**config.mk**
```make
export PLATFORM = sky130hd
export DESIGN_NAME = sliding_window_arq_sender_flat
export DESIGN_NICKNAME = d
export VERILOG_FILES = /design/src/swarq_pkg.sv /design/src/swarq_in_if.sv /design/src/swarq_out_if.sv /design/src/swarq_tmem.sv /design/src/swarq_out.sv /design/src/sliding_window_arq_sender.sv /design/src/flat_wrapper.sv
export VERILOG_INCLUDE_DIRS = /design/src /design/src/src
export SDC_FILE = /design/constraint.sdc
export NUM_CORES = 1
export LEC_CHECK = 0
export BUFFER_PORTS_ARGS = -buffer_cell sky130_fd_sc_hd__buf_4
export CAP_MARGIN = 15
export CORE_ASPECT_RATIO = 2
export CORE_MARGIN = 3
export CORE_UTILIZATION = 46
export CTS_BUF_LIST = sky130_fd_sc_hd__clkbuf_16
export DETAILED_ROUTE_END_ITERATION = 6
export GPL_ROUTABILITY_DRIVEN = 0
export SKIP_LAST_GASP = 1
export SLEW_MARGIN = 30
export SYNTH_ARGS = -nofsm -noshare
export SYNTH_HDL_FRONTEND = slang
export SYNTH_SLANG_ARGS = --single-unit
```
**constraint.sdc**
```tcl
create_clock -name clk -period 10.12 [get_ports clk]
set_input_delay 2.024 -clock clk [delete_from_list [all_inputs] [get_ports clk]]
set_output_delay 2.024 -clock clk [all_outputs]
set_load 0.01 [all_outputs]
```
**src/sliding_window_arq_sender_assert.svh**
```systemverilog
// Assertion macros for the ARQ sender window control.
`ifndef SLIDING_WINDOW_ARQ_SENDER_ASSERT_SVH
`define SLIDING_WINDOW_ARQ_SENDER_ASSERT_SVH
`ifndef ASSERT_OFF
`define SWARQ_ASSERT(lbl, expr, msg) \
  lbl: assert property (@(posedge clk) disable iff (rst) (expr)) else $error(msg);
`define SWARQ_ASSERT_IMP(lbl, a, c, msg) \
  lbl: assert property (@(posedge clk) disable iff (rst) (a) |-> (c)) else $error(msg);
`define SWARQ_ASSERT_NXT(lbl, a, c, msg) \
  lbl: assert property (@(posedge clk) disable iff (rst) (a) |=> (c)) else $error(msg);
`else
`define SWARQ_ASSERT(lbl, expr, msg)
`define SWARQ_ASSERT_IMP(lbl, a, c, msg)
`define SWARQ_ASSERT_NXT(lbl, a, c, msg)
`endif
`endif

```
**src/swarq_pkg.sv**
```systemverilog
// Shared constants and types of the ARQ sender window control.
package swarq_pkg;
  localparam int WINDOW_MAX_DEF = 8;
  localparam int SEQ_BITS_DEF   = 16;
  localparam int MAX_RESULTS    = 16;
  localparam int NW             = $clog2(MAX_RESULTS + 1);

  localparam logic [1:0] FUNC_TICK  = 2'd0;
  localparam logic [1:0] FUNC_ACK   = 2'd1;
  localparam logic [1:0] FUNC_START = 2'd2;
  localparam logic [1:0] FUNC_IDLE  = 2'd3;

  localparam logic [1:0] MODE_SNW  = 2'd0;
  localparam logic [1:0] MODE_GBN  = 2'd1;
  localparam logic [1:0] MODE_SR   = 2'd2;
  localparam logic [1:0] MODE_RSVD = 2'd3;

  localparam logic [1:0] KIND_FIRST = 2'd0;
  localparam logic [1:0] KIND_RETX  = 2'd1;
  localparam logic [1:0] KIND_DONE  = 2'd2;

  localparam logic [1:0] REG_MODE    = 2'd0;
  localparam logic [1:0] REG_WINDOW  = 2'd1;
  localparam logic [1:0] REG_TIMEOUT = 2'd2;

  typedef struct packed {
    logic [1:0]  kind;
    logic [15:0] seq;
    logic        eot;
  } res_t;

  typedef struct packed {
    logic push;
    logic flush;
    res_t res;
  } out_ctl_t;
endpackage

```
**src/swarq_in_if.sv**
```systemverilog
// Input channel: tick, acknowledgement or buffer start.
interface swarq_in_if;
  logic        valid;
  logic        ready;
  logic [1:0]  func;
  logic [15:0] ack_seq;
  logic        ack_is_nak;
  logic        ack_corrupt;
  logic [15:0] frames_in_buffer;
  logic        final_buffer;
  modport source (output valid, func, ack_seq, ack_is_nak, ack_corrupt,
                  frames_in_buffer, final_buffer, input ready);
  modport sink (input valid, func, ack_seq, ack_is_nak, ack_corrupt,
                frames_in_buffer, final_buffer, output ready);
endinterface

```
**src/swarq_out_if.sv**
```systemverilog
// Output channel: send commands and buffer completion.
interface swarq_out_if;
  logic        valid;
  logic        ready;
  logic [1:0]  kind;
  logic [15:0] frame_seq;
  logic        end_of_transfer;
  logic        last;
  modport source (output valid, kind, frame_seq, end_of_transfer, last, input ready);
  modport sink (input valid, kind, frame_seq, end_of_transfer, last, output ready);
endinterface

```
**src/swarq_tmem.sv**
```systemverilog
// Send-time memory, one write and one registered read port.
module swarq_tmem #(
  parameter int DEPTH = 8,
  parameter int AW    = 3
) (
  input  logic          clk,
  input  logic          we,
  input  logic [AW-1:0] waddr,
  input  logic [31:0]   wdata,
  input  logic [AW-1:0] raddr,
  output logic [31:0]   rdata
);
  logic [31:0] mem [DEPTH];

  always_ff @(posedge clk) begin
    if (we) begin
      mem[waddr] <= wdata;
    end
    rdata <= mem[raddr];
  end
endmodule

```
**src/swarq_out.sv**
```systemverilog
// Result holding stage and output register; marks the last result of a transaction.
module swarq_out
  import swarq_pkg::*;
(
  input  logic       clk,
  input  logic       rst,
  input  out_ctl_t   ctl,
  output logic       can_take,
  output logic       pend_busy,
  swarq_out_if.source o
);
  res_t pend;
  logic pend_v;
  logic out_free;

  assign out_free  = !o.valid || o.ready;
  assign can_take  = !pend_v || out_free;
  assign pend_busy = pend_v;

  always_ff @(posedge clk) begin
    if (rst) begin
      pend_v  <= 1'b0;
      o.valid <= 1'b0;
    end else begin
      if (ctl.push && can_take) begin
        if (pend_v) begin
          o.valid           <= 1'b1;
          o.kind            <= pend.kind;
          o.frame_seq       <= pend.seq;
          o.end_of_transfer <= pend.eot;
          o.last            <= 1'b0;
        end else if (o.valid && o.ready) begin
          o.valid <= 1'b0;
        end
        pend   <= ctl.res;
        pend_v <= 1'b1;
      end else if (ctl.flush && pend_v && out_free) begin
        o.valid           <= 1'b1;
        o.kind            <= pend.kind;
        o.frame_seq       <= pend.seq;
        o.end_of_transfer <= pend.eot;
        o.last            <= 1'b1;
        pend_v            <= 1'b0;
      end else if (o.valid && o.ready) begin
        o.valid <= 1'b0;
      end
    end
  end
endmodule

```
**src/sliding_window_arq_sender.sv**
```systemverilog
// Top level: window control sequencer of the ARQ sender.
// One transaction is taken at a time. After it is accepted the window slides over acked
// slots, then the first-send pass walks the window slot by slot, then the retransmit pass
// reads each slot's send time from the memory and then checks it, or in go-back-N reads and
// checks the head slot once and then resends slot by slot; each pass then sees its end, and
// finishing waits while the output is stalled. Results leave one per cycle, while the output
// is not stalled, through a holding stage and an output register. Slot flags sit in
// flip-flops; send times in a small memory addressed circularly from the window head.
`include "sliding_window_arq_sender_assert.svh"
module sliding_window_arq_sender
  import swarq_pkg::*;
#(
  parameter int WINDOW_MAX = WINDOW_MAX_DEF,
  parameter int SEQ_BITS   = SEQ_BITS_DEF
) (
  input  logic        clk,
  input  logic        rst,
  input  logic        cfg_we,
  input  logic [1:0]  cfg_index,
  input  logic [15:0] cfg_data,
  swarq_in_if.sink    in_ch,
  swarq_out_if.source out_ch
);
  localparam int IW = (WINDOW_MAX > 1) ? $clog2(WINDOW_MAX) : 1;
  localparam int CW = $clog2(WINDOW_MAX + 1);

  typedef enum logic [8:0] {
    S_IDLE    = 9'b000000001,
    S_SLIDE   = 9'b000000010,
    S_FIRST   = 9'b000000100,
    S_SR_RD   = 9'b000001000,
    S_SR_CHK  = 9'b000010000,
    S_GB_RD   = 9'b000100000,
    S_GB_CHK  = 9'b001000000,
    S_GB_SEND = 9'b010000000,
    S_DONE    = 9'b100000000
  } state_t;

  state_t state;
  logic [1:0]  arq_mode;
  logic [3:0]  window_slots;
  logic [15:0] timeout_ticks;
  logic [SEQ_BITS-1:0] base, total;
  logic fin, done_buf;
  logic [31:0] now;
  logic [WINDOW_MAX-1:0] acked, sent, forced;
  logic [IW-1:0] head;
  logic [CW-1:0] w, i, w_act;
  logic [NW-1:0] n;

  out_ctl_t ctl;
  logic can_take, pend_busy;
  logic [31:0] t_rd;
  logic mem_we;
  logic [IW-1:0] p_i, p_ack;

  logic [SEQ_BITS-1:0] seq_in;
  logic [SEQ_BITS:0]   ack_diff, seq_i;
  logic ack_hit, lt, room, timed, do_send;

  function automatic logic [IW-1:0] phys(input logic [IW-1:0] h, input logic [CW-1:0] k);
    int p;
    p = int'(h) + int'(k);
    if (p >= WINDOW_MAX) p = p - WINDOW_MAX;
    return IW'(p);
  endfunction

  always_comb begin
    if (arq_mode == MODE_SNW || window_slots == 4'd0) w_act = CW'(1);
    else if (int'(window_slots) > WINDOW_MAX) w_act = CW'(WINDOW_MAX);
    else w_act = CW'(window_slots);
  end

  assign seq_in   = SEQ_BITS'(in_ch.ack_seq);
  assign ack_diff = {1'b0, seq_in} - {1'b0, base};
  assign ack_hit  = !in_ch.ack_corrupt && !done_buf && (seq_in >= base) &&
                    (ack_diff < (SEQ_BITS + 1)'(w_act)) && (seq_in < total);
  assign p_ack    = phys(head, CW'(ack_diff));
  assign p_i      = phys(head, i);
  assign seq_i    = {1'b0, base} + (SEQ_BITS + 1)'(i);
  assign lt       = seq_i < {1'b0, total};
  assign room     = n < NW'(MAX_RESULTS);
  assign timed    = forced[p_i] || ((now - t_rd) > {16'd0, timeout_ticks});
  assign in_ch.ready = (state == S_IDLE);

  always_comb begin
    ctl          = '0;
    ctl.flush    = (state == S_DONE);
    ctl.res.seq  = 16'(seq_i[SEQ_BITS-1:0]);
    ctl.res.eot  = fin && ((seq_i + 1'b1) == {1'b0, total});
    ctl.res.kind = (state == S_FIRST) ? KIND_FIRST : KIND_RETX;
    case (state)
      S_SLIDE: begin
        if (!(i < w && acked[head]) && base >= total) begin
          ctl.push     = 1'b1;
          ctl.res.kind = KIND_DONE;
          ctl.res.seq  = 16'd0;
          ctl.res.eot  = fin;
        end
      end
      S_FIRST:   ctl.push = (i != w) && lt && !sent[p_i] && room;
      S_SR_CHK:  ctl.push = lt && sent[p_i] && !acked[p_i] && timed && room;
      S_GB_SEND: ctl.push = (i != w) && lt && room;
      default:   ctl.push = 1'b0;
    endcase
  end

  assign do_send = ctl.push && can_take && (state != S_SLIDE);
  assign mem_we  = do_send;

  swarq_tmem #(.DEPTH(WINDOW_MAX), .AW(IW)) u_tmem (
    .clk(clk), .we(mem_we), .waddr(p_i), .wdata(now), .raddr(p_i), .rdata(t_rd)
  );

  swarq_out u_out (
    .clk(clk), .rst(rst), .ctl(ctl), .can_take(can_take), .pend_busy(pend_busy), .o(out_ch)
  );

  always_ff @(posedge clk) begin
    if (rst) begin
      state         <= S_IDLE;
      arq_mode      <= MODE_SR;
      window_slots  <= 4'd8;
      timeout_ticks <= 16'd10;
      base          <= '0;
      total         <= '0;
      fin           <= 1'b0;
      done_buf      <= 1'b1;
      now           <= '0;
      acked         <= '0;
      sent          <= '0;
      forced        <= '0;
      head          <= '0;
      w             <= '0;
      i             <= '0;
      n             <= '0;
    end else begin
      if (cfg_we) begin
        case (cfg_index)
          REG_MODE:    arq_mode      <= cfg_data[1:0];
          REG_WINDOW:  window_slots  <= cfg_data[3:0];
          REG_TIMEOUT: timeout_ticks <= cfg_data;
          default: ;
        endcase
      end
      if (do_send) begin
        sent[p_i]   <= 1'b1;
        forced[p_i] <= 1'b0;
        n           <= n + 1'b1;
      end
      case (state)
        S_IDLE: begin
          if (in_ch.valid) begin
            w <= w_act;
            i <= '0;
            n <= '0;
            state <= (done_buf && in_ch.func != FUNC_START) ? S_DONE : S_SLIDE;
            case (in_ch.func)
              FUNC_TICK: now <= now + 32'd1;
              FUNC_ACK: begin
                if (ack_hit) begin
                  if (in_ch.ack_is_nak) forced[p_ack] <= 1'b1;
                  else acked[p_ack] <= 1'b1;
                end
              end
              FUNC_START: begin
                total    <= SEQ_BITS'(in_ch.frames_in_buffer);
                fin      <= in_ch.final_buffer;
                base     <= '0;
                done_buf <= 1'b0;
                acked    <= '0;
                sent     <= '0;
                forced   <= '0;
              end
              default: ;
            endcase
          end
        end
        S_SLIDE: begin
          if (i < w && acked[head]) begin
            acked[head]  <= 1'b0;
            sent[head]   <= 1'b0;
            forced[head] <= 1'b0;
            head         <= phys(head, CW'(1));
            base         <= base + 1'b1;
            i            <= i + 1'b1;
          end else if (base >= total) begin
            if (can_take) begin
              done_buf <= 1'b1;
              n        <= n + 1'b1;
              state    <= S_DONE;
            end
          end else begin
            i     <= '0;
            state <= S_FIRST;
          end
        end
        S_FIRST: begin
          if (i == w) begin
            i     <= '0;
            state <= (arq_mode == MODE_GBN) ? S_GB_RD : S_SR_RD;
          end else if (!ctl.push || can_take) begin
            i <= i + 1'b1;
          end
        end
        S_SR_RD: state <= (i == w) ? S_DONE : S_SR_CHK;
        S_SR_CHK: begin
          if (!ctl.push || can_take) begin
            i     <= i + 1'b1;
            state <= S_SR_RD;
          end
        end
        S_GB_RD: state <= S_GB_CHK;
        S_GB_CHK: state <= (sent[head] && !acked[head] && timed) ? S_GB_SEND : S_DONE;
        S_GB_SEND: begin
          if (i == w) state <= S_DONE;
          else if (!ctl.push || can_take) i <= i + 1'b1;
        end
        S_DONE: if (!pend_busy) state <= S_IDLE;
        default: state <= S_IDLE;
      endcase
    end
  end

  `SWARQ_ASSERT_IMP(a_idle_flushed, in_ch.ready, !pend_busy, "idle with a result held back")
  `SWARQ_ASSERT(a_result_limit, n <= NW'(MAX_RESULTS), "result limit exceeded")
  `SWARQ_ASSERT_NXT(a_busy_after_accept, in_ch.valid && in_ch.ready, !in_ch.ready,
                    "ready right after a transaction")
  `SWARQ_ASSERT_IMP(a_no_send_when_done, do_send, !done_buf, "send with no buffer active")
endmodule

```
**src/flat_wrapper.sv**
```systemverilog
// flat-port wrapper written by rule: the top's interface ports become plain ports
module sliding_window_arq_sender_flat import swarq_pkg::*;
#(
  parameter int WINDOW_MAX = WINDOW_MAX_DEF,
  parameter int SEQ_BITS   = SEQ_BITS_DEF
)
  (clk, rst, cfg_we, cfg_index, cfg_data, in_ch_valid, in_ch_func, in_ch_ack_seq, in_ch_ack_is_nak, in_ch_ack_corrupt, in_ch_frames_in_buffer, in_ch_final_buffer, in_ch_ready, out_ch_valid, out_ch_kind, out_ch_frame_seq, out_ch_end_of_transfer, out_ch_last, out_ch_ready);
  swarq_in_if in_ch_i ();
  swarq_out_if out_ch_i ();
  input  logic clk;
  input  logic rst;
  input  logic cfg_we;
  input  logic [1:0] cfg_index;
  input  logic [15:0] cfg_data;
  input wire logic [$bits(in_ch_i.valid)-1:0] in_ch_valid;
  input wire logic [$bits(in_ch_i.func)-1:0] in_ch_func;
  input wire logic [$bits(in_ch_i.ack_seq)-1:0] in_ch_ack_seq;
  input wire logic [$bits(in_ch_i.ack_is_nak)-1:0] in_ch_ack_is_nak;
  input wire logic [$bits(in_ch_i.ack_corrupt)-1:0] in_ch_ack_corrupt;
  input wire logic [$bits(in_ch_i.frames_in_buffer)-1:0] in_ch_frames_in_buffer;
  input wire logic [$bits(in_ch_i.final_buffer)-1:0] in_ch_final_buffer;
  output wire logic [$bits(in_ch_i.ready)-1:0] in_ch_ready;
  output wire logic [$bits(out_ch_i.valid)-1:0] out_ch_valid;
  output wire logic [$bits(out_ch_i.kind)-1:0] out_ch_kind;
  output wire logic [$bits(out_ch_i.frame_seq)-1:0] out_ch_frame_seq;
  output wire logic [$bits(out_ch_i.end_of_transfer)-1:0] out_ch_end_of_transfer;
  output wire logic [$bits(out_ch_i.last)-1:0] out_ch_last;
  input wire logic [$bits(out_ch_i.ready)-1:0] out_ch_ready;
  assign in_ch_i.valid = in_ch_valid;
  assign in_ch_i.func = in_ch_func;
  assign in_ch_i.ack_seq = in_ch_ack_seq;
  assign in_ch_i.ack_is_nak = in_ch_ack_is_nak;
  assign in_ch_i.ack_corrupt = in_ch_ack_corrupt;
  assign in_ch_i.frames_in_buffer = in_ch_frames_in_buffer;
  assign in_ch_i.final_buffer = in_ch_final_buffer;
  assign in_ch_ready = in_ch_i.ready;
  assign out_ch_valid = out_ch_i.valid;
  assign out_ch_kind = out_ch_i.kind;
  assign out_ch_frame_seq = out_ch_i.frame_seq;
  assign out_ch_end_of_transfer = out_ch_i.end_of_transfer;
  assign out_ch_last = out_ch_i.last;
  assign out_ch_i.ready = out_ch_ready;
  sliding_window_arq_sender #(.WINDOW_MAX(WINDOW_MAX), .SEQ_BITS(SEQ_BITS)) u_core (.clk(clk), .rst(rst), .cfg_we(cfg_we), .cfg_index(cfg_index), .cfg_data(cfg_data), .in_ch(in_ch_i), .out_ch(out_ch_i));
endmodule
```
# --- Word level (Yosys, flattened, before mapping) ---
# Memory sizes are Yosys's and may differ from the RTL's. A register that Yosys moved wholly into a read port is not among the register bits.
# Cells that the tools add are included.
# W data, S select, Z words.
classes:
  n_lt_le_gt_ge: 18
  muxes: 102
  reduce_logical: 61
  add_sub_neg: 14
  bitwise: 10
  n_eq_ne: 36
op_table:
  columns: ["operator", "count"]
  rows:
  - ["$mux W8", 15]
  - ["$mux W9", 11]
  - ["$mux W16", 6]
  - ["$pmux W9 S9", 1]
  - ["$pmux W8 S2", 5]
  - ["$mux W19", 2]
  - ["$add A32 B1 Y32 const B", 1]
  - ["$and A8 B8 Y8", 4]
  - ["$ge A16 B16 Y1", 2]
  - ["$gt A32 B16 Y1", 1]
  - ["$mux W4", 8]
  - ["$pmux W16 S2", 1]
  - ["$sub A32 B32 Y32", 1]
  - ["$mux W1", 29]
  - ["$logic_and A1 B1 Y1", 26]
  - ["$mux W5", 5]
  - ["$or A8 B8 Y8", 3]
  - ["$pmux W4 S5", 1]
  - ["$add A16 B4 Y17", 1]
  - ["$add A17 B1 Y17 const B", 1]
  - ["$eq A17 B16 Y1", 1]
  - ["$lt A17 B16 Y1", 1]
  - ["$lt A17 B4 Y1", 1]
  - ["$sub A16 B16 Y17", 1]
  - ["54 further kinds", 113]
totals:
  ram_bits: 256
  ff_bits: 178
  memories: 1
  in_bits: 60
  word_cells: 267
memory_table:
  columns: ["memory", "words", "word_bits", "rd", "rd_ports_with_merged_regs", "write_ports", "line", "text"]
  rows:
  - ["u_core.u_tmem.mem", 8, 32, 1, 1, 1, "swarq_tmem.sv:13", "logic [31:0] mem [DEPTH];"]

# --- Depth between registers and ports, before layout ---
# Gate-level depths: netlist (run 1).
logic_depth:
  word_depth: 20
  mapped_depth: 21

# --- By module ---
# A second synthesis (run 1) with hierarchy kept.
hier_totals:
  hier_cells: 2133
  area_unflattened_um2: 24099.4
modules_own_cells:
  columns: ["module", "cells_each", "n_inst", "area_per_inst_um2", "seq_area_each_um2"]
  rows:
  - ["sliding_window_arq_sender", 1667, 1, 12349.3, 2742.6]
  - ["swarq_tmem", 415, 1, 10466.3, 8328.0]
  - ["swarq_out", 51, 1, 1283.7, 1211.2]

# --- Least setup slack after synthesis (run 1) ---
# OpenSTA, ideal clock, no wires.
synth_timing:
  path_kind: "register to register"
  from: "reg u_core.base[0]"
  to: "mem u_core.u_tmem.mem[0][0] (enable)"
  setup_time_ns: 0.502
  path_slack_ns: 2.431
  required_ns: 9.618
  arrival_ns: 7.187
  n_path_buf: 0
  path_stages_with_launch: 19
  cell_sequence: "dfxtp_1 > ha_1 > inv_1 > fa_1 > nor2b_1 > o21ai_1 > a21o_1 > nor3_1 > xnor2_1 > inv_1 > ha_1 > a21o_1 > a211oi_1 > nand2_1 > a31o_2 > or3_1 > o31ai_1 > o211ai_1 > nor4_1"
synth_between:
  elab_chain_len: 11
  word_cells_on_any_way: 18
synth_lines:
  columns: ["element", "line", "text"]
  rows:
  - ["start: declaration", "sliding_window_arq_sender.sv:43", "logic [SEQ_BITS-1:0] base, total;"]
  - ["start signal: assignment", "sliding_window_arq_sender.sv:185", "base <= base + 1'b1;"]
  - ["$add A16 B4 Y17", "sliding_window_arq_sender.sv:80", "assign seq_i = {1'b0, base} + (SEQ_BITS + 1)'(i);"]
  - ["$lt A17 B16 Y1", "sliding_window_arq_sender.sv:81", "assign lt = seq_i < {1'b0, total};"]
  - ["$logic_and A1 B1 Y1 (4 in series)", "sliding_window_arq_sender.sv:102", "S_SR_CHK: ctl.push = lt && sent[p_i] && !acked[p_i] && timed && room;"]
  - ["$pmux W1 S4 *", "sliding_window_arq_sender.sv:92", "case (state)"]
  - ["$logic_and A1 B1 Y1 * (2 in series)", "sliding_window_arq_sender.sv:108", "assign do_send = ctl.push && can_take && (state != S_SLIDE);"]
  - ["$mux W1 *", "swarq_tmem.sv:16", "if (we) begin"]
  - ["$mux W1 (implied by the code) *", "swarq_tmem.sv:17", "mem[waddr] <= wdata;"]
  - ["end: declaration", "swarq_tmem.sv:13", null]
# Mark *: on every way between the ends. The rest lies on a longest branch, timed or not.

# --- Worst setup path after layout (run 1) ---
layout_timing:
  from: "reg u_core.now[0]"
  to: "mem u_core.u_tmem.mem[4][4] (enable)"
layout_between:
  elab_chain_len: 10
layout_lines:
  columns: ["element", "line", "text"]
  rows:
  - ["start: declaration", "sliding_window_arq_sender.sv:45", "logic [31:0] now;"]
  - ["start signal: assignment", "sliding_window_arq_sender.sv:159", "FUNC_TICK: now <= now + 32'd1;"]
  - ["$sub A32 B32 Y32", "sliding_window_arq_sender.sv:83", "assign timed = forced[p_i] || ((now - t_rd) > {16'd0, timeout_ticks});"]
  - ["$gt A32 B16 Y1", "sliding_window_arq_sender.sv:83", null]
  - ["$logic_or A1 B1 Y1", "sliding_window_arq_sender.sv:83", null]
  - ["$logic_and A1 B1 Y1 (2 in series)", "sliding_window_arq_sender.sv:102", null]
  - ["$pmux W1 S4", "sliding_window_arq_sender.sv:92", null]
  - ["$logic_and A1 B1 Y1 (2 in series)", "sliding_window_arq_sender.sv:108", null]
  - ["$mux W1", "swarq_tmem.sv:16", null]
  - ["$mux W1 (implied by the code)", "swarq_tmem.sv:17", null]
# No other way between the ends.

==> flow_summary.ini, run 1 <==
[outcome]
run_status = finished clean

[setup_path]
crit_path_end_kind = register
crit_required_ns = 10.36
cp_num_cells = 22
path_common_cell = o31ai_1
worst_setup_path_start_kind = register
cp_top_family = compound AO/OA/AOI/OAI gates
reg2reg_depth = 22
slowest_stage = dfxtp_1
worstSetupPathType = register to register
path_cells = inv_1 -> ha_1 -> fa_1 -> nand2b_1 -> a21o_1 -> a211o_1 -> nor2b_1 -> xnor2_1 -> ha_1 -> and4_1 -> a2111oi_0 -> o31ai_1 -> o31ai_1 -> o31ai_1 -> nor3_1 -> nor4bb_1 -> nand4_1 -> o31a_1 -> o211ai_1 -> buf_2 -> nor4_2 -> buf_4
max_stage_delay_ns = 0.58
critical_path_peak_fanout = 32
crit_arrival_ns = 6.56
path_buf_inv = 3

[pwr]
clockPowerShare = 0.403
p_per_area_nw_per_um2 = 158.4
pwr-share-seq = 0.486
p_sw_frac = 0.2561
finalPower_w = 0.004228
power.internal_w = 0.003145
ir_worst_vdd_mv = 0.1594
power_switching_w = 0.001083
p_leak_nw = 10.06
p_comb_frac = 0.111

[clock_tree]
post_cts_resize_count = 0
cts_root_buf = clkbuf_16
cts_num_sinks = 466
cts_setup_buffers = 0
cts_hold_buffers = 0
h-tree-depth = 2
insertion_delay_ns = 0.58
cts_tree = done
cts.reportedPaths.clkPinSlew_ns = 0.07
cts_buffer_depth = 3
numCtsBuffers = 43

[cells_and_area]
drive_gt1_frac = 0.1004
synthToLayoutAreaGrowth_pct = 12.05
nNetsFinal = 2573
seq_area_um2 = 12280
multi_input_area_um2 = 10740
num-fill-cells = 4618

[die]
dieArea_um2 = 54700
ioPinCount = 82
initial_utilization = 0.4661
rows = 117
core_um2 = 51090
die_y_um = 327.8
die_x_um = 166.9

[sta]
fin_crit_sh = 0.6253
hold_viol = 0
fin_skew_ns = 0.02804
tightest_slew_ns = 1.033
worst_slack_ns = 3.792
setup_tns_ns = 0
period_needed_ns = 6.328
grt_setup_unrepaired = no
setup_viol = 0
slew_headroom = 0.3098
final_max_slew_viol_count = 0
clock.fmax_mhz = 158.0

[yosys]
synth-seq-area-share = 0.5158
synth_top_cell_by_area = edfxtp_1
ys_warn_count = 0
synthTopCellsByArea = edfxtp_1, dfxtp_1, ha_1, nand2_1, nor2_1
synthTopCellsByCount = edfxtp_1, nand2_1, nor2_1
ys_types = 98
synth_ff_type = edfxtp_1
post-synth-top-count-cell = edfxtp_1
async_flop_share = 0
synth_edf_count = 295
synth_area_per_cell_um2 = 10.32
postSynthCellCount = 2307
ys_seq_elements = 466
synth_top_area_frac = 0.3720
netlist_area_um2 = 23810
synth_nets = 2504

[drt]
first_pass_iters = 5
vias_per_cell = 6.000
num_vias = 18395
top_layer_used = met4
wirelength_um = 72390
antenna_left = 0
drt_iter0_markers = 1344
met1Wirelength_um = 24150
wl_met3_um = 2937
drc = 0
met2_length_um = 38750
routedWlPerCell_um = 23.61

[grt]
grtUsageTotal = 0.2579
antenna_found_initial = 0
grt_first_pass_wirelength_um = 107900
grt-ovfl-total = 0
grt_max_degree = 83
grt_pass1_vias = 18582

[worst_hold_path]
hold_depth = 0
hold_class = register to register

[job]
cap_violations = 0

[place]
pre_cts_ws_ns = 3.752
place_hpwl_um = 52340
numPortBuffers = 81
layout make-up:
cell class                      instances  area share
Tap cell                              654     0.03067
Antenna cell                            1  0.00009379
Inverter                              134     0.01885
Sequential cell                       466      0.4603
Timing Repair Buffer                  115     0.03240
Multi-Input combinational cell       1616      0.4025
Clock inverter                         36     0.01393
Clock buffer                           44     0.04127
worst paths after layout:
kind | slack (ns) | to | start
max | 3.79 | u_core.u_tmem.mem[4][4]$_DFFE_PP_ | u_core.now[0]$_SDFFE_PP0P_
min | 0.42 | u_core.u_out.o.kind[0]$_DFFE_PP_ | u_core.u_out.pend[17]$_DFFE_PP_
max reg2reg | 3.79 | u_core.u_tmem.mem[4][4]$_DFFE_PP_ | u_core.now[0]$_SDFFE_PP0P_
min reg2reg | 0.42 | u_core.u_out.o.kind[0]$_DFFE_PP_ | u_core.u_out.pend[17]$_DFFE_PP_
per-layer routing:
metal,GRT usage,up-vias
met4,0.1971,0
li1,-,8614
met5,0,-
met3,0.02926,263
met2,0.4934,642
met1,0.2472,8876
metrics by stage:
| step | util | area, um2 | instances | hold slack [ns] |
|---|---|---|---|---|
| after global placement | 0.4930 | 25190 | 2984 | 0.4011 |
| after CTS | 0.5219 | 26660 | 3064 | 0.4177 |
| after floorplan | - | 23810 | 2307 | 0.4003 |
| after global routing | 0.5222 | 26680 | 3065 | 0.4295 |
| after detailed placement | 0.4930 | 25190 | 2984 | 0.4045 |
| final | 0.5222 | 26680 | 3066 | 0.4175 |
cell families after synthesis:
| kind of cell | share of synthesized area |
|---|---|
| compound gates | 0.1436 |
| xor+xnor | 0.03915 |
| fa+ha+maj | 0.07356 |
| buf+inv | 0.03773 |
| flops | 0.5158 |
| mux | 0.02470 |
| simple gates | 0.1655 |
placed cells by master, fill, tap and decap left out, types with 9 or more instances in the layout:
cell,n
edfxtp_1,295
nand2_1,273
nor2_1,199
dfxtp_1,171
a21oi_1,138
inv_1,137
ha_1,131
buf_4,113
o21ai_0,79
xnor2_1,64
nand3_1,62
nor3_1,58
nand4_1,54
clkbuf_16,44
a22oi_1,43
xor2_1,37
a21o_1,34
mux2i_1,34
and3_1,25
or3_1,23
a211oi_1,23
nand2b_1,19
o21a_1,18
nor2b_1,17
a31oi_1,17
o211ai_1,16
a222oi_1,15
nor4_1,14
clkinv_1,12
o21bai_1,10
o221ai_1,10
and2_1,9
a311oi_1,9
worst reg2reg max path, delay by kind of cell, from the launching register on:
kind | cells | cell delay, ns
AO/OA/AOI/OAI | 8 | 2.11
AND/OR/NAND/NOR | 7 | 1.37
adder cells (fa/ha/maj) | 3 | 0.94
buffers and inverters | 3 | 0.79
flip-flops | 1 | 0.58
XOR/XNOR | 1 | 0.16
registers in the layout, summed over array words and instances (netlist names), 9 cells and up:
| signal | cells |
|---|---|
| u_core.u_tmem.rdata | 32 |
| u_core.base | 16 |
| u_core.state | 9 |
| u_core.total | 16 |
| u_core.now | 32 |
| u_core.u_out.o.frame_seq | 16 |
| u_core.timeout_ticks | 16 |
| u_core.u_out.pend | 19 |
| u_core.u_tmem.mem | 256 |
power groups by stage:
stage	clock network, W	logic (W)	registers (W)
after global routing	0.00180	0.000505	0.00205
after detailed placement	0	0.000457	0.00209
after CTS	0.00174	0.000459	0.00205
final	0.00171	0.000469	0.00205
after floorplan	0	0.000298	0.00208
after global placement	0	0.000451	0.00209
No activity file was read; power rests on OpenSTA's default activity.
==> inputs of run 2 (changes only) <==
==> constraint.sdc (replaced) <==
create_clock -name clk -period 6.5 [get_ports clk]
set_input_delay 1.3 -clock clk [delete_from_list [all_inputs] [get_ports clk]]
set_output_delay 1.3 -clock clk [all_outputs]
set_load 0.01 [all_outputs]
==> flow_summary.ini, run 2 (synthesized netlist as in run 1, its figures left out) <==
[clock_tree]
cts_buffer_depth = 3
post_cts_resize_count = 0
numCtsBuffers = 42
cts_num_sinks = 466
insertion_delay_ns = 0.59
cts_root_buf = clkbuf_16
cts_setup_buffers = 0
cts_hold_buffers = 0
cts_tree = done
cts.reportedPaths.clkPinSlew_ns = 0.07
h-tree-depth = 2

[cells_and_area]
mostFrequentLayoutCells = edfxtp_1, nand2_1, nor2_1, dfxtp_1, a21oi_1
drive_gt1_frac = 0.1075
antenna_cells = 0
nNetsFinal = 2590
final_area_um2 = 26840
synthToLayoutAreaGrowth_pct = 12.71
top_register = u_core.u_tmem.mem
largest_register_ffs = 256
layout_commonest_cell = edfxtp_1
reg_top3 = u_core.u_tmem.mem x256, u_core.now x32, u_core.u_tmem.rdata x32

[sta]
tightest_slew_ns = 1.012
setup_viol = 0
fin_skew_ns = 0.02758
fin_crit_sh = 0.9016
period_needed_ns = 5.860
worst_slack_ns = 0.6397
final_max_slew_viol_count = 0
slew_headroom = 0.3250
clock.fmax_mhz = 170.6
hold_viol = 0
setup_tns_ns = 0
grt_setup_unrepaired = no

[die]
die_y_um = 327.8
die_x_um = 166.9
core_um2 = 51090
initial_utilization = 0.4661
dieArea_um2 = 54700
rows = 117
ioPinCount = 82

[place]
pre_cts_ws_ns = 0.7800
numPortBuffers = 81
place_hpwl_um = 53240
post_dp_cell_area_um2 = 25400

[drt]
first_pass_iters = 5
drc = 0
wirelength_um = 71440
routedWlPerCell_um = 23.19
vias_per_cell = 5.960
antenna_left = 0
drt_iter0_markers = 1245
num_vias = 18363

[setup_path]
critical_path_peak_fanout = 23
rr_endpoint = u_core.u_tmem.mem[1][13]$_DFFE_PP_
reg2reg_depth = 23
crit_required_ns = 6.78
reg2reg_from = u_core.now[0]$_SDFFE_PP0P_
slowest_stage = a2111oi_0
max_stage_delay_ns = 0.50
path_cells = buf_4 -> inv_1 -> ha_1 -> fa_1 -> nand2b_1 -> a21o_1 -> a211o_1 -> nor2b_1 -> xnor2_1 -> ha_1 -> and4_1 -> a2111oi_0 -> o31ai_1 -> o31ai_1 -> o31ai_1 -> nor3_1 -> nor4bb_1 -> nand4_1 -> o31a_1 -> o211ai_1 -> buf_4 -> nor3_2 -> buf_4
worstSetupPathType = register to register
worst_setup_path_start_kind = register
reg2reg_slack_ns = 0.64
crit_path_end_kind = register
crit_arrival_ns = 6.14

[grt]
grt_first_pass_wirelength_um = 107300
grtUsageTotal = 0.2551
antenna_found_initial = 0
grt_pass1_vias = 18621
grt_max_degree = 80
grt-ovfl-total = 0

[pwr]
clockPowerShare = 0.395
p_leak_nw = 10.14
power.internal_w = 0.004818
pwr-share-seq = 0.492
power_switching_w = 0.001671
p_comb_frac = 0.113
finalPower_w = 0.006488
p_per_area_nw_per_um2 = 241.8
p_sw_frac = 0.2575
ir_worst_vdd_mv = 0.2387

[outcome]
run_status = finished clean

[worst_hold_path]
hold-path-endpoint = u_core.u_out.o.frame_seq[13]$_DFFE_PP_
hold_class = register to register
hold_path.startpoint = u_core.u_out.pend[14]$_DFFE_PP_
hold_depth = 0

[job]
cap_violations = 0
## run 2: cell types whose count changed in the layout (fill, tap and decap cells not counted), sizes merged
| cell | previous run | this run |
|---|---|---|
| clkinv | 18 | 20 |
| clkinvlp | 4 | 3 |
| clkbuf | 44 | 42 |
| buf | 115 | 133 |
| bufinv | 6 | 5 |
| diode | 1 | 0 |
## run 2: per-stage QoR
stage | hold WS [ns] | util | cells
after floorplan | 0.4003 | - | 2307
after global placement | 0.4007 | 0.4972 | 3003
after CTS | 0.4214 | 0.5250 | 3081
final | 0.4198 | 0.5253 | 3081
after global routing | 0.4274 | 0.5253 | 3081
after detailed placement | 0.4045 | 0.4972 | 3003
## run 2: worst max-delay path: cells and delay by family (launching register included)
kind | cells | cell delay [ns]
AO/OA/AOI/OAI | 8 | 2.00
XOR/XNOR | 1 | 0.15
adder cells (fa/ha/maj) | 3 | 0.94
buffers and inverters | 4 | 0.77
flip-flops | 1 | 0.31
AND/OR/NAND/NOR | 7 | 1.36
## run 2: final cells by class
type / instances / area [um2]
clock buffer: 42 / 1051
fill: 4569 / 24250
multi-input combinational: 1616 / 10740
sequential: 466 / 12280
tap: 654 / 818.3
clock inverter: 36 / 366.6
inverter: 134 / 503.0
timing repair buffer: 133 / 1074
## run 2: worst max path at each step
| stage | slack [ns] | depth (start not counted) | from | to |
|---|---|---|---|---|
| after floorplan | -1.19 | 18 | u_core.base[0]$_SDFFE_PP0P_ | u_core.u_tmem.mem[0][0]$_DFFE_PP_ |
| after global placement | 0.92 | 20 | u_core.base[0]$_SDFFE_PP0P_ | u_core.u_tmem.mem[6][0]$_DFFE_PP_ |
| after detailed placement | 0.78 | 21 | u_core.now[1]$_SDFFE_PP0P_ | u_core.u_tmem.mem[1][3]$_DFFE_PP_ |
| after CTS | 0.77 | 21 | u_core.now[1]$_SDFFE_PP0P_ | u_core.u_tmem.mem[6][1]$_DFFE_PP_ |
| after global routing | 0.34 | 21 | u_core.now[1]$_SDFFE_PP0P_ | u_core.u_tmem.mem[6][0]$_DFFE_PP_ |
| final | 0.64 | 23 | u_core.now[0]$_SDFFE_PP0P_ | u_core.u_tmem.mem[1][13]$_DFFE_PP_ |
## run 2: power by group through the flow
| stage | registers, W | clock network (W) | logic (W) |
|---|---|---|---|
| after floorplan | 0.00324 | 0 | 0.000463 |
| after global placement | 0.00326 | 0 | 0.000708 |
| after detailed placement | 0.00326 | 0 | 0.000716 |
| after CTS | 0.00319 | 0.00261 | 0.000720 |
| after global routing | 0.00320 | 0.00271 | 0.000794 |
| final | 0.00319 | 0.00256 | 0.000731 |
## run 2: routing by layer
layer | global-route usage | routed length, um | up-vias
li1 | - | - | 8655
met1 | 0.2480 | 24300 | 8895
met2 | 0.4989 | 39190 | 565
met3 | 0.02517 | 2427 | 248
met4 | 0.1705 | 5521 | 0
met5 | 0 | 0 | -
==> inputs of run 3 (changes only) <==
--- a/config.mk
+++ b/config.mk
@@ -6,6 +6,7 @@
 export SDC_FILE = /design/constraint.sdc
 export NUM_CORES = 1
 export LEC_CHECK = 0
+export ABC_AREA = 1
 export BUFFER_PORTS_ARGS = -buffer_cell sky130_fd_sc_hd__buf_4
 export CAP_MARGIN = 15
 export CORE_ASPECT_RATIO = 2
@@ -18,4 +19,5 @@
 export SLEW_MARGIN = 30
 export SYNTH_ARGS = -nofsm -noshare
 export SYNTH_HDL_FRONTEND = slang
+export SYNTH_HIERARCHICAL = 1
 export SYNTH_SLANG_ARGS = --single-unit
==> flow_summary.ini, run 3 <==
[yosys]
synth_top_cell_by_area = edfxtp_1
ys_warn_count = 6
synth_edf_count = 295
synth-simple-area-share = 0.2596
synthMuxAreaShare = 0
synth_nets = 3575
synth-xor-area-share = 0.02608
netlist_area_um2 = 26390
synth-seq-area-share = 0.4655
synthTopCellsByCount = nand2_1, inv_1, edfxtp_1
post-synth-top-count-cell = nand2_1
synthTopCellsByArea = edfxtp_1, nand2_1, dfxtp_1, inv_1, ha_1
synth_fa_ha_area_frac = 0.06639
postSynthCellCount = 3378
synth_top_family_by_area = simple AND/OR/NAND/NOR gates
synth_area_per_cell_um2 = 7.811
synth_compound_area_frac = 0.07203
synth_ff_type = edfxtp_1
synth_top_area_frac = 0.3357
async_flop_share = 0
ys_types = 59
ys_seq_elements = 466

[setup_path]
worstSetupPathType = register to register
reg2reg_depth = 24
worst_setup_path_start_kind = register
crit_required_ns = 6.77
path_cells = ha_1 -> inv_1 -> fa_1 -> o21ai_2 -> nand2_2 -> nor3_2 -> xor2_1 -> inv_2 -> ha_1 -> nand2_1 -> nor2_1 -> a211oi_1 -> nand2_1 -> nand3_1 -> nand2_1 -> nand2_1 -> nor3b_1 -> nand2_1 -> nand2_2 -> nand2_2 -> inv_2 -> nand2_1 -> nor2_4 -> buf_4
reg2reg_from = u_core/i[0]$_SDFFE_PP0P_
crit_path_end_kind = register
path_common_cell = nand2_1
crit_start = u_core/i[0]$_SDFFE_PP0P_
cp_num_cells = 24
cp_top_family = simple AND/OR/NAND/NOR gates
cp-endpoint = u_core/u_tmem/mem[4][6]$_DFFE_PP_
slowest_stage = nor2_4
max_stage_delay_ns = 0.57
rr_endpoint = u_core/u_tmem/mem[4][6]$_DFFE_PP_
crit_arrival_ns = 5.94
reg2reg_slack_ns = 0.82
path_buf_inv = 4
critical_path_peak_fanout = 16

[die]
die_x_um = 175.4
ioPinCount = 82
core_um2 = 56480
dieArea_um2 = 60450
die_y_um = 344.7
initial_utilization = 0.4672
rows = 123

[sta]
final_max_slew_viol_count = 0
period_needed_ns = 5.679
setup_viol = 0
grt_setup_unrepaired = no
worst_slack_ns = 0.8210
hold_viol = 0
fin_crit_sh = 0.8737
clock.fmax_mhz = 176.1
slew_headroom = 0.3738
fin_skew_ns = 0.03305
tightest_slew_ns = 0.9393
setup_tns_ns = 0

[worst_hold_path]
hold_class = register to register

[clock_tree]
numCtsBuffers = 42
cts_num_sinks = 466
cts_hold_buffers = 0
cts_tree = done
h-tree-depth = 2
cts_setup_buffers = 0
cts.reportedPaths.clkPinSlew_ns = 0.07
cts_root_buf = clkbuf_16
cts_buffer_depth = 3
insertion_delay_ns = 0.58
post_cts_resize_count = 0

[cells_and_area]
drive_gt1_frac = 0.07430
mostFrequentLayoutCells = nand2_1, inv_1, edfxtp_1, nand3_1, nor2_1
fin_util = 0.5180
largest_register_ffs = 256
nNetsFinal = 3650
antenna_cells = 0
layout_commonest_cell = nand2_1
top_register = u_core/u_tmem/mem
reg_top3 = u_core/u_tmem/mem x256, u_core/now x32, u_core/u_tmem/rdata x32
synthToLayoutAreaGrowth_pct = 10.89

[drt]
drc = 0
drt_iter0_markers = 1412
wirelength_um = 81320
vias_per_cell = 5.286
antenna_left = 0
first_pass_iters = 6
routedWlPerCell_um = 19.20
num_vias = 22392

[pwr]
finalPower_w = 0.007608
p_sw_frac = 0.3223
pwr-share-seq = 0.438
power.internal_w = 0.005155
ir_worst_vdd_mv = 0.2057
power_switching_w = 0.002452
p_leak_nw = 13.45
clockPowerShare = 0.328
p_per_area_nw_per_um2 = 260.0
p_comb_frac = 0.234

[place]
place_hpwl_um = 61670
numPortBuffers = 81
pre_cts_ws_ns = 0.8649

[grt]
grt-ovfl-total = 0
grt_max_degree = 83
grtUsageTotal = 0.2685
antenna_found_initial = 0
grt_pass1_vias = 22630
grt_first_pass_wirelength_um = 124900

[job]
cap_violations = 0

[outcome]
run_status = finished clean
[run 3: cell types whose count changed after synthesis, sizes merged, moves of 23 or more]
cell and delta:
and3 -24, inv +522, mux2i -34, clkbuf -33, a22oi -40, nor2 +37, or3 -23, nand3 +170
o21ai +38, xnor2 -49, a21oi +32, buf +24, a21o -31, nand2 +703
[run 3: cell type report]
cell class / count / area [um2]
Clock buffer: 45 / 1126
Clock inverter: 32 / 250.2
Fill cell: 5429 / 27220
Inverter: 658 / 2471
Multi-Input combinational cell: 2173 / 11280
Sequential cell: 466 / 12280
Tap cell: 750 / 938.4
Timing Repair Buffer: 112 / 915.9
[run 3: worst register-to-register path, stage by stage, from the launching register on]
cell	delay [ns]
dfxtp_1	0.54
ha_1	0.24
inv_1	0.06
fa_1	0.44
o21ai_2	0.31
nand2_2	0.16
nor3_2	0.21
xor2_1	0.39
inv_2	0.11
ha_1	0.30
nand2_1	0.10
nor2_1	0.06
a211oi_1	0.20
nand2_1	0.11
nand3_1	0.07
nand2_1	0.07
nand2_1	0.11
nor3b_1	0.24
nand2_1	0.10
nand2_2	0.19
nand2_2	0.10
inv_2	0.12
nand2_1	0.25
nor2_4	0.58
buf_4	0.31
[run 3: logic make-up (layout without fill, tap and decap cells)]
| kind of cell | after synthesis | in the layout |
|---|---|---|
| and+or+nand+nor | 1614 | 1614 |
| buffers and inverters | 739 | 847 |
| DFF | 466 | 466 |
| AOI/OAI and AO/OA | 351 | 351 |
| adders and majority gates | 137 | 137 |
| xor gates and xnor gates | 71 | 71 |
[run 3: power by group through the flow]
stage | Combinational, W | Sequential [W] | Clock [W]
after CTS | 0.00177 | 0.00333 | 0.00256
after global routing | 0.00197 | 0.00335 | 0.00267
final | 0.00178 | 0.00333 | 0.00250
after global placement | 0.00173 | 0.00339 | 0
after floorplan | 0.00121 | 0.00337 | 0
after detailed placement | 0.00176 | 0.00340 | 0
[run 3: per-stage QoR]
| stage | instance area (um2) | cells | hold slack (ns) |
|---|---|---|---|
| after floorplan | 26390 | 3378 | 0.4003 |
| after global placement | 27870 | 4159 | 0.4023 |
| after detailed placement | 27880 | 4159 | 0.4045 |
| after CTS | 29250 | 4236 | 0.4169 |
| after global routing | 29260 | 4236 | 0.4257 |
| final | 29260 | 4236 | 0.4159 |
[run 3: worst min-delay path by stage]
stage	start	end	slack (ns)	cells after the start
global route	u_core/u_out/pend[15]$_DFFE_PP_	u_core/u_out/o.frame_seq[14]$_DFFE_PP_	0.43	0
finish	u_core/u_out/pend[5]$_DFFE_PP_	u_core/u_out/o.frame_seq[4]$_DFFE_PP_	0.42	0
detailed placement	u_core/u_out/pend[0]$_DFFE_PP_	u_core/u_out/o.end_of_transfer$_DFFE_PP_	0.40	0
global placement	u_core/u_out/pend[14]$_DFFE_PP_	u_core/u_out/o.frame_seq[13]$_DFFE_PP_	0.40	0
CTS	u_core/u_out/pend[9]$_DFFE_PP_	u_core/u_out/o.frame_seq[8]$_DFFE_PP_	0.42	0
floorplan	u_core/u_out/pend[0]$_DFFE_PP_	u_core/u_out/o.end_of_transfer$_DFFE_PP_	0.40	0
[run 3: metal layers]
layer | wire length, um | up-vias | track usage
li1 | - | 10926 | -
met1 | 26640 | 10451 | 0.2478
met2 | 44150 | 702 | 0.5252
met3 | 3055 | 313 | 0.03131
met4 | 7475 | 0 | 0.2054
met5 | 0 | - | 0
